[src/csws_pkg.sv]
`timescale 1ns / 1ps
// ----------------------------------------------------------------------------
// Credit-sorted worker scheduler package
// Command and status codes, sequencer states and the result type.
// ----------------------------------------------------------------------------
package csws_pkg;

  localparam int unsigned ID_W   = 8;
  localparam int unsigned CMD_W  = 2;
  localparam int unsigned STAT_W = 2;
  localparam int unsigned INIT_W = 8;

  localparam logic [CMD_W-1:0] CMD_ADD     = 2'd0;
  localparam logic [CMD_W-1:0] CMD_CONSUME = 2'd1;
  localparam logic [CMD_W-1:0] CMD_PRODUCE = 2'd2;

  localparam logic [STAT_W-1:0] STAT_DONE  = 2'd0;
  localparam logic [STAT_W-1:0] STAT_EMPTY = 2'd1;
  localparam logic [STAT_W-1:0] STAT_FULL  = 2'd2;

  typedef enum logic [3:0] {
    S_IDLE,
    S_C_FRONT,
    S_SU_RD,
    S_SU_CHK,
    S_P_CHK,
    S_I_CHK,
    S_SD_RD,
    S_SD_WR,
    S_INS
  } state_e;

  typedef struct packed {
    logic [ID_W-1:0]   served_id;
    logic [STAT_W-1:0] status;
    logic              wake;
  } res_t;

endpackage

[src/csws_mem.sv]
`timescale 1ns / 1ps
// ----------------------------------------------------------------------------
// Entry memory
// One write port and one read port with registered read data.
// ----------------------------------------------------------------------------
module csws_mem #(
  parameter int unsigned DEPTH = 16,
  parameter int unsigned WIDTH = 24,
  parameter int unsigned AW    = 4
) (
  input  logic             clk_i,
  input  logic             we_i,
  input  logic [AW-1:0]    waddr_i,
  input  logic [WIDTH-1:0] wdata_i,
  input  logic [AW-1:0]    raddr_i,
  output logic [WIDTH-1:0] rdata_o
);

  logic [WIDTH-1:0] mem [DEPTH];

  always_ff @(posedge clk_i) begin
    if (we_i) begin
      mem[waddr_i] <= wdata_i;
    end
  end

  always_ff @(posedge clk_i) begin
    rdata_o <= mem[raddr_i];
  end

endmodule

[src/csws_seq.sv]
`timescale 1ns / 1ps
// ----------------------------------------------------------------------------
// Scheduler sequencer
// Walks the entry memory one entry at a time to insert, remove, promote
// and demote entries.
// ----------------------------------------------------------------------------
module csws_seq #(
  parameter int unsigned MAX_ENTRIES = 16,
  parameter int unsigned CREDIT_BITS = 16,
  parameter int unsigned IDX_W       = 4,
  parameter int unsigned ENT_W       = 24
) (
  input  logic                         clk_i,
  input  logic                         rst_ni,
  input  logic                         start_i,
  input  logic [csws_pkg::CMD_W-1:0]   cmd_i,
  input  logic [csws_pkg::ID_W-1:0]    worker_id_i,
  input  logic [csws_pkg::INIT_W-1:0]  init_credit_i,
  output logic                         busy_o,
  output logic                         done_o,
  output csws_pkg::res_t               res_o,
  output logic                         mem_we_o,
  output logic [IDX_W-1:0]             mem_waddr_o,
  output logic [ENT_W-1:0]             mem_wdata_o,
  output logic [IDX_W-1:0]             mem_raddr_o,
  input  logic [ENT_W-1:0]             mem_rdata_i
);

  import csws_pkg::*;

  localparam int unsigned CNT_W = $clog2(MAX_ENTRIES + 1);
  localparam int unsigned WW    = (CREDIT_BITS > INIT_W) ? CREDIT_BITS : INIT_W;

  state_e                 state_q, state_d;
  logic [CNT_W-1:0]       occ_q, occ_d;
  logic                   done_q, done_d;
  res_t                   res_q, res_d;
  logic [CNT_W-1:0]       ptr_q, ptr_d;
  logic [IDX_W-1:0]       lo_q, lo_d;
  logic [IDX_W-1:0]       tpos_q, tpos_d;
  logic [ID_W-1:0]        id_q, id_d;
  logic [CREDIT_BITS-1:0] cred_q, cred_d;
  logic [CREDIT_BITS-1:0] prev_q, prev_d;
  logic                   rm_q, rm_d;

  logic [ID_W-1:0]        rd_id;
  logic [CREDIT_BITS-1:0] rd_cred;
  logic [CREDIT_BITS-1:0] rd_inc;
  logic [CREDIT_BITS-1:0] init_clip;
  logic [WW-1:0]          init_w;
  logic [WW-1:0]          cmax_w;
  logic [CNT_W-1:0]       ptr_inc;
  logic [CNT_W-1:0]       ptr_dec;
  logic                   full;
  logic                   id_match;
  logic                   rd_gt;
  logic                   rd_le;

  assign rd_id    = mem_rdata_i[ENT_W-1 -: ID_W];
  assign rd_cred  = mem_rdata_i[CREDIT_BITS-1:0];
  assign rd_inc   = (rd_cred == {CREDIT_BITS{1'b1}}) ? rd_cred : rd_cred + 1'b1;
  assign init_w   = WW'(init_credit_i);
  assign cmax_w   = WW'({CREDIT_BITS{1'b1}});
  assign init_clip = (init_w > cmax_w) ? CREDIT_BITS'(cmax_w) : CREDIT_BITS'(init_w);
  assign ptr_inc  = ptr_q + 1'b1;
  assign ptr_dec  = ptr_q - 1'b1;
  assign full     = (occ_q == CNT_W'(MAX_ENTRIES));
  assign id_match = (rd_id == id_q);
  assign rd_gt    = (rd_cred > cred_q);
  assign rd_le    = !rd_gt;

  always_comb begin
    state_d = state_q;
    unique case (state_q)
      S_IDLE: begin
        if (start_i) begin
          if (cmd_i == CMD_ADD && !full && occ_q != '0) begin
            state_d = S_SD_RD;
          end else if (cmd_i == CMD_CONSUME && occ_q != '0) begin
            state_d = S_C_FRONT;
          end else if (cmd_i == CMD_PRODUCE && occ_q != '0) begin
            state_d = S_P_CHK;
          end
        end
      end
      S_C_FRONT: state_d = S_SU_RD;
      S_SU_RD: begin
        if (ptr_q == occ_q) begin
          state_d = S_IDLE;
        end else begin
          state_d = S_SU_CHK;
        end
      end
      S_SU_CHK: begin
        if (rm_q || rd_gt) begin
          state_d = S_SU_RD;
        end else begin
          state_d = S_IDLE;
        end
      end
      S_P_CHK: begin
        if (id_match) begin
          if (ptr_q != '0 && prev_q < rd_inc) begin
            state_d = S_I_CHK;
          end else begin
            state_d = S_IDLE;
          end
        end else if (ptr_inc == occ_q) begin
          state_d = S_IDLE;
        end
      end
      S_I_CHK: begin
        if (rd_le) begin
          state_d = S_SD_RD;
        end
      end
      S_SD_RD: state_d = S_SD_WR;
      S_SD_WR: begin
        if (ptr_q[IDX_W-1:0] == lo_q) begin
          state_d = S_INS;
        end else begin
          state_d = S_SD_RD;
        end
      end
      S_INS:   state_d = S_IDLE;
      default: state_d = S_IDLE;
    endcase
  end

  always_comb begin
    occ_d       = occ_q;
    done_d      = 1'b0;
    res_d       = '0;
    ptr_d       = ptr_q;
    lo_d        = lo_q;
    tpos_d      = tpos_q;
    id_d        = id_q;
    cred_d      = cred_q;
    prev_d      = prev_q;
    rm_d        = rm_q;
    mem_we_o    = 1'b0;
    mem_waddr_o = '0;
    mem_wdata_o = {id_q, cred_q};
    mem_raddr_o = '0;
    unique case (state_q)
      S_IDLE: begin
        if (start_i) begin
          id_d = worker_id_i;
          if (cmd_i == CMD_ADD) begin
            if (full) begin
              done_d       = 1'b1;
              res_d.status = STAT_FULL;
            end else if (occ_q == '0) begin
              mem_we_o    = 1'b1;
              mem_wdata_o = {worker_id_i, init_clip};
              occ_d       = occ_q + 1'b1;
              done_d      = 1'b1;
            end else begin
              cred_d = init_clip;
              lo_d   = '0;
              ptr_d  = occ_q - 1'b1;
              occ_d  = occ_q + 1'b1;
            end
          end else if (cmd_i == CMD_CONSUME) begin
            if (occ_q == '0) begin
              done_d       = 1'b1;
              res_d.status = STAT_EMPTY;
            end
          end else if (cmd_i == CMD_PRODUCE) begin
            ptr_d = '0;
            if (occ_q == '0) begin
              mem_we_o    = 1'b1;
              mem_wdata_o = {worker_id_i, CREDIT_BITS'(1)};
              occ_d       = occ_q + 1'b1;
              done_d      = 1'b1;
              res_d.wake  = 1'b1;
            end
          end else begin
            done_d = 1'b1;
          end
        end
      end
      S_C_FRONT: begin
        id_d   = rd_id;
        rm_d   = (rd_cred <= CREDIT_BITS'(1));
        cred_d = rd_cred - 1'b1;
        ptr_d  = CNT_W'(1);
      end
      S_SU_RD: begin
        mem_raddr_o = ptr_q[IDX_W-1:0];
        if (ptr_q == occ_q) begin
          done_d          = 1'b1;
          res_d.served_id = id_q;
          if (rm_q) begin
            occ_d = occ_q - 1'b1;
          end else begin
            mem_we_o    = 1'b1;
            mem_waddr_o = ptr_dec[IDX_W-1:0];
          end
        end
      end
      S_SU_CHK: begin
        mem_we_o    = 1'b1;
        mem_waddr_o = ptr_dec[IDX_W-1:0];
        if (rm_q || rd_gt) begin
          mem_wdata_o = mem_rdata_i;
          ptr_d       = ptr_inc;
        end else begin
          done_d          = 1'b1;
          res_d.served_id = id_q;
        end
      end
      S_P_CHK: begin
        mem_raddr_o = ptr_inc[IDX_W-1:0];
        if (id_match) begin
          cred_d = rd_inc;
          if (ptr_q != '0 && prev_q < rd_inc) begin
            tpos_d      = ptr_q[IDX_W-1:0];
            ptr_d       = '0;
            mem_raddr_o = '0;
          end else begin
            mem_we_o    = 1'b1;
            mem_waddr_o = ptr_q[IDX_W-1:0];
            mem_wdata_o = {id_q, rd_inc};
            done_d      = 1'b1;
          end
        end else begin
          prev_d = rd_cred;
          ptr_d  = ptr_inc;
          if (ptr_inc == occ_q) begin
            done_d = 1'b1;
            if (full) begin
              res_d.status = STAT_FULL;
            end else begin
              mem_we_o    = 1'b1;
              mem_waddr_o = occ_q[IDX_W-1:0];
              mem_wdata_o = {id_q, CREDIT_BITS'(1)};
              occ_d       = occ_q + 1'b1;
            end
          end
        end
      end
      S_I_CHK: begin
        if (rd_le) begin
          lo_d  = ptr_q[IDX_W-1:0];
          ptr_d = CNT_W'(tpos_q) - 1'b1;
        end else begin
          ptr_d       = ptr_inc;
          mem_raddr_o = ptr_inc[IDX_W-1:0];
        end
      end
      S_SD_RD: begin
        mem_raddr_o = ptr_q[IDX_W-1:0];
      end
      S_SD_WR: begin
        mem_we_o    = 1'b1;
        mem_waddr_o = ptr_inc[IDX_W-1:0];
        mem_wdata_o = mem_rdata_i;
        if (ptr_q[IDX_W-1:0] != lo_q) begin
          ptr_d = ptr_dec;
        end
      end
      S_INS: begin
        mem_we_o    = 1'b1;
        mem_waddr_o = lo_q;
        done_d      = 1'b1;
      end
      default: begin
        done_d = 1'b0;
      end
    endcase
  end

  always_ff @(posedge clk_i or negedge rst_ni) begin
    if (!rst_ni) begin
      state_q <= S_IDLE;
      occ_q   <= '0;
      done_q  <= 1'b0;
    end else begin
      state_q <= state_d;
      occ_q   <= occ_d;
      done_q  <= done_d;
    end
  end

  always_ff @(posedge clk_i) begin
    res_q  <= res_d;
    ptr_q  <= ptr_d;
    lo_q   <= lo_d;
    tpos_q <= tpos_d;
    id_q   <= id_d;
    cred_q <= cred_d;
    prev_q <= prev_d;
    rm_q   <= rm_d;
  end

  assign busy_o = (state_q != S_IDLE);
  assign done_o = done_q;
  assign res_o  = res_q;

endmodule

[src/credit_sorted_worker_scheduler_top.sv]
`timescale 1ns / 1ps
// ----------------------------------------------------------------------------
// Credit-sorted worker scheduler
// Keeps a list of worker entries (an add goes to the front, consume and
// produce reorder by credit) and serves add, consume and produce commands.
// ----------------------------------------------------------------------------
// An item is taken when start is high and busy is low. Its result is on the
// result ports for exactly one cycle with done_o high, in the cycle after the
// last cycle of the item, and the receiver cannot stall it; busy is low again
// in that same cycle. The list lives in a memory with one write port and one
// registered read port. The sequencer searches it one entry per cycle and
// moves an entry with a read state and a write state. An unused command, an
// add to a full list, a consume from an empty list and an add or produce
// into an empty list finish in the idle state.
module credit_sorted_worker_scheduler_top #(
  parameter int unsigned MAX_ENTRIES = 16,
  parameter int unsigned CREDIT_BITS = 16
) (
  input  logic                          clk_i,
  input  logic                          rst_ni,
  input  logic                          start,
  output logic                          busy,
  input  logic [csws_pkg::CMD_W-1:0]    cmd_i,
  input  logic [csws_pkg::ID_W-1:0]     worker_id_i,
  input  logic                          cfg_we_i,
  input  logic [csws_pkg::INIT_W-1:0]   cfg_wdata_i,
  output logic                          done_o,
  output logic [csws_pkg::ID_W-1:0]     served_id_o,
  output logic [csws_pkg::STAT_W-1:0]   status_o,
  output logic                          wake_o
);

  import csws_pkg::*;

  localparam int unsigned IDX_W = $clog2(MAX_ENTRIES);
  localparam int unsigned ENT_W = ID_W + CREDIT_BITS;

  logic [INIT_W-1:0] init_q;
  logic              mem_we;
  logic [IDX_W-1:0]  mem_waddr;
  logic [ENT_W-1:0]  mem_wdata;
  logic [IDX_W-1:0]  mem_raddr;
  logic [ENT_W-1:0]  mem_rdata;
  res_t              res;

  always_ff @(posedge clk_i or negedge rst_ni) begin
    if (!rst_ni) begin
      init_q <= INIT_W'(8);
    end else if (cfg_we_i) begin
      init_q <= cfg_wdata_i;
    end
  end

  csws_mem #(
    .DEPTH (MAX_ENTRIES),
    .WIDTH (ENT_W),
    .AW    (IDX_W)
  ) u_mem (
    .clk_i   (clk_i),
    .we_i    (mem_we),
    .waddr_i (mem_waddr),
    .wdata_i (mem_wdata),
    .raddr_i (mem_raddr),
    .rdata_o (mem_rdata)
  );

  csws_seq #(
    .MAX_ENTRIES (MAX_ENTRIES),
    .CREDIT_BITS (CREDIT_BITS),
    .IDX_W       (IDX_W),
    .ENT_W       (ENT_W)
  ) u_seq (
    .clk_i         (clk_i),
    .rst_ni        (rst_ni),
    .start_i       (start),
    .cmd_i         (cmd_i),
    .worker_id_i   (worker_id_i),
    .init_credit_i (init_q),
    .busy_o        (busy),
    .done_o        (done_o),
    .res_o         (res),
    .mem_we_o      (mem_we),
    .mem_waddr_o   (mem_waddr),
    .mem_wdata_o   (mem_wdata),
    .mem_raddr_o   (mem_raddr),
    .mem_rdata_i   (mem_rdata)
  );

  assign served_id_o = res.served_id;
  assign status_o    = res.status;
  assign wake_o      = res.wake;

endmodule

[config.mk]
export PLATFORM = sky130hd
export DESIGN_NAME = credit_sorted_worker_scheduler_top
export DESIGN_NICKNAME = d
export VERILOG_FILES = /design/src/csws_pkg.sv /design/src/csws_mem.sv /design/src/csws_seq.sv /design/src/credit_sorted_worker_scheduler_top.sv
export SDC_FILE = /design/constraint.sdc
export NUM_CORES = 1
export LEC_CHECK = 0
export BUFFER_PORTS_ARGS = -buffer_cell sky130_fd_sc_hd__buf_2
export CORE_AREA = 2 2 327 248
export DETAILED_ROUTE_END_ITERATION = 12
export DIE_AREA = 0 0 329 250
export SETUP_SLACK_MARGIN = 0.1
export SYNTH_ARGS = -nofsm -noshare
export SYNTH_HDL_FRONTEND = slang
export SYNTH_SLANG_ARGS = --single-unit
[constraint.sdc]
create_clock -name clk_i -period 7.3 [get_ports clk_i]
set_input_delay 1.095 -clock clk_i [delete_from_list [all_inputs] [get_ports clk_i]]
set_output_delay 1.095 -clock clk_i [all_outputs]
set_load 0.03 [all_outputs]
==> results.ini <==
[worst_setup_path]
end_kind=register
cp_max_fo=24
ff2ff_path_depth=20
crit_type=register to register
crit_required_ns=7.56
start_kind=register
cpPeakStageDelay_ns=0.81
arrival_ns=6.59
slowest_stage=and2_2
worst_path_most_repeated_cell=nand3_1
crit_chain=ha_1 > nand3_1 > nor4_2 > nor4_1 > nand3_1 > or2_2 > nor2_1 > xnor2_1 > ha_1 > nand2_1 > o21ai_0 > and4b_1 > nand3_1 > o211ai_1 > buf_4 > a21boi_1 > buf_4 > o211ai_1 > nor3b_1 > and2_2

[pwr]
pwr-share-seq=0.286
internal-power_mw=8.23
p_clk_frac=0.176
p_sw_frac=0.487
switchingPower_mw=7.82
ir_drop_uv=396
pwr-share-comb=0.537
power_density_mw_per_mm2=524
leakagePower_nw=10.9

[global_route]
grt_max_degree=170
antenna_found_initial=1
grt_first_pass_wirelength_um=142000
grt_pass1_vias=21800
grt_overflow_total=0
track_usage=0.226

[worst_hold_path]
hp-class=input pin to asynchronous set/reset pin

[placement]
io_buffers=34
place_worst_setup_slack_ns=1.14
dp.cells=3827
place_area_mm2=0.0288
dp_hpwl_um=56400
place.gp.congestion=0.962

[synthesis]
post_synth.cell_area_avg_um2=9.44
synthMuxAreaShare=0.0229
synth.distinct_cells=79
seq_area_frac_synth=0.520
syn_area_mm2=0.0275
ys_ff_latch=491
synth_nets=2978
async_flop_share=0.0367
synth_warnings=0
synth_compound_area_frac=0.174
synthSimpleGateAreaFrac=0.200
synth_ff_type=edfxtp_1
synthAdderAreaFrac=0.0177
synth_xor_area_frac=0.0169
synth_cells=2917
synth_edf_count=438
synth_top_family_by_area=simple AND/OR/NAND/NOR gates

[die]
die_height_um=250
dieArea_mm2=0.0823
io_pins=35
die_width_um=329
initial_core_util=0.347
core_area_mm2=0.0794
rows=90

[routing]
drt_first_iter_violations=3342
drt_first_pass_iters=8
drtAntennaViolNets=0
drc=0
num_vias=23800
routed_wl_um=94900
routed_via_density=6.07
wl_per_cell_um=24.2

[sta]
fmax_mhz=158
timing.final.ws_setup_ns=0.961
finalCritPeriodShare=0.868
hold_viol=0
drv_slew=0
worst_slew_pin_slew_ns=1.15
fin_crit_ns=6.34
skew_ns=0.0299
setup_viol=0
relSlewSlack=0.231
setup_tns_ns=0
grt_setup_unrepaired=no

[final_layout]
layoutNonFillerInstCount=3922
drive_above_1_share=0.0890
finalInstanceArea_mm2=0.0306
num_antenna_cells=0
final_nets=2883
syn_to_final_growth_pct=11.2

[run_status]
status=completed

[clocking]
cts.clk_slew.worst_paths_ns=0.07
clock_latency_ns=0.65
cts_sinks=491
cts_root_buffer=clkbuf_16
hold_buffers=0
cts_tree=done
cts-resized-gates=0
htreeDepth=2
numCtsBuffers=51
cts_setup_buffers=0
clock_path_buffers=3

[run]
cap_violations=0

## power by group through the flow
stage / sequential (mW) / clock (mW) / combinational, mW
floorplan: 4.37 / 0 / 5.48
global placement: 4.63 / 0 / 8.36
detailed placement: 4.63 / 0 / 8.36
CTS: 4.57 / 2.85 / 8.38
global route: 4.63 / 2.97 / 9.22
finish: 4.59 / 2.83 / 8.62
## synthesized netlist by cell type, types with 27 or more instances
cell type | n | share of area
nand2_1 | 633 | 0.086
edfxtp_1 | 438 | 0.48
nand3_1 | 308 | 0.056
a21oi_1 | 221 | 0.040
clkbuf_1 | 191 | 0.026
o21ai_0 | 157 | 0.029
nor2_1 | 75 | 0.010
a32oi_1 | 73 | 0.023
and3_1 | 58 | 0.013
o211ai_1 | 57 | 0.016
mux2i_1 | 54 | 0.020
o31ai_1 | 53 | 0.014
a31oi_1 | 52 | 0.012
inv_1 | 45 | 0.0061
xnor2_1 | 42 | 0.013
ha_1 | 39 | 0.018
dfxtp_1 | 35 | 0.025
nand4_1 | 35 | 0.0080
buf_2 | 30 | 0.0055
nor3_1 | 27 | 0.0049
## layer usage
layer / global-route usage / up-vias / share of wire
li1: - / 10700 / -
met2: 0.306 / 1474 / 0.40
met5: 0 / - / 0
met3: 0.0649 / 147 / 0.13
met1: 0.343 / 11500 / 0.44
met4: 0.0613 / 0 / 0.024
## cell type report
type | instances | area (um^2)
Clock buffer | 68 | 1390
Multi-Input combinational cell | 2120 | 12100
Clock inverter | 27 | 380
Inverter | 45 | 170
Timing Repair Buffer | 113 | 938
Fill cell | 7753 | 48800
Tap cell | 1058 | 1320
Sequential cell | 491 | 14300
## kinds of logic (layout without fill, tap and decap cells)
| kind of cell | Yosys count | count (layout) |
|---|---|---|
| AND/OR/NAND/NOR | 1224 | 1224 |
| AO/OA/AOI/OAI | 742 | 742 |
| multiplexers | 62 | 62 |
| adder cells (fa/ha/maj) | 39 | 39 |
| buffers and inverters | 306 | 253 |
| XOR/XNOR | 53 | 53 |
| flip-flops | 491 | 491 |
## flip-flops by register name, summed over array words and instances (netlist names)
register	count
init_q	8
u_mem.mem	384
u_mem.rdata_o	24
u_seq.cred_q	16
u_seq.done_o	1
u_seq.id_q	8
u_seq.lo_q	4
u_seq.occ_q	5
u_seq.prev_q	16
u_seq.ptr_q	5
u_seq.res_o	11
u_seq.rm_q	1
u_seq.state_q	4
u_seq.tpos_q	4
## through the flow
stage	hold WS (ns)	total power, mW	util
after floorplan	0.421	9.86	-
after global placement	0.534	13.0	0.363
after detailed placement	0.533	13.0	0.363
after CTS	0.394	15.8	0.385
after global routing	0.417	16.8	0.385
final	0.390	16.0	0.385
## worst max-delay path: cells and delay by family (launching register included)
| family | cells | cell delay [ns] |
|---|---|---|
| compound gates | 4 | 0.72 |
| xor+xnor | 1 | 0.16 |
| fa+ha+maj | 2 | 0.64 |
| buf+inv | 2 | 0.50 |
| flops | 1 | 0.56 |
| simple gates | 11 | 3.34 |
## worst paths after layout
kind | start | endpoint | slack (ns)
setup / recovery | u_mem.rdata_o[0]$_DFF_P_ | u_mem.mem[8][1]$_DFFE_PP_ | 0.96
hold / removal | rst_ni | init_q[7]$_DFFE_PN0P_ | 0.39
setup reg to reg | u_mem.rdata_o[0]$_DFF_P_ | u_mem.mem[8][1]$_DFFE_PP_ | 0.96
hold reg to reg | u_seq.id_q[5]$_DFFE_PP_ | u_seq.res_o[8]$_DFF_P_ | 0.55
max in group asynchronous | rst_ni | init_q[3]$_DFFE_PN1P_ | 6.58
min in group clk_i | u_seq.id_q[5]$_DFFE_PP_ | u_seq.res_o[8]$_DFF_P_ | 0.55
## cells in the final DEF (no fill, tap or decap), types with 11 or more instances in the layout
cell	n
and2_1	16
inv_1	44
and3_1	57
nand2b_1	12
nand4_1	35
nand3_1	308
a31oi_1	52
buf_2	34
o21ai_0	145
clkbuf_16	51
nand2_1	631
xnor2_1	42
edfxtp_1	438
dfxtp_1	35
mux2i_1	54
o211ai_1	57
ha_1	39
nor4_1	12
a21oi_1	219
buf_4	65
a32oi_1	73
buf_12	14
o311ai_1	22
clkbuf_1	12
a22oi_1	12
nor3_1	26
xor2_1	11
nor2_1	68
dfrtp_1	17
o31ai_1	53
Power figures use the tool's default switching activity.
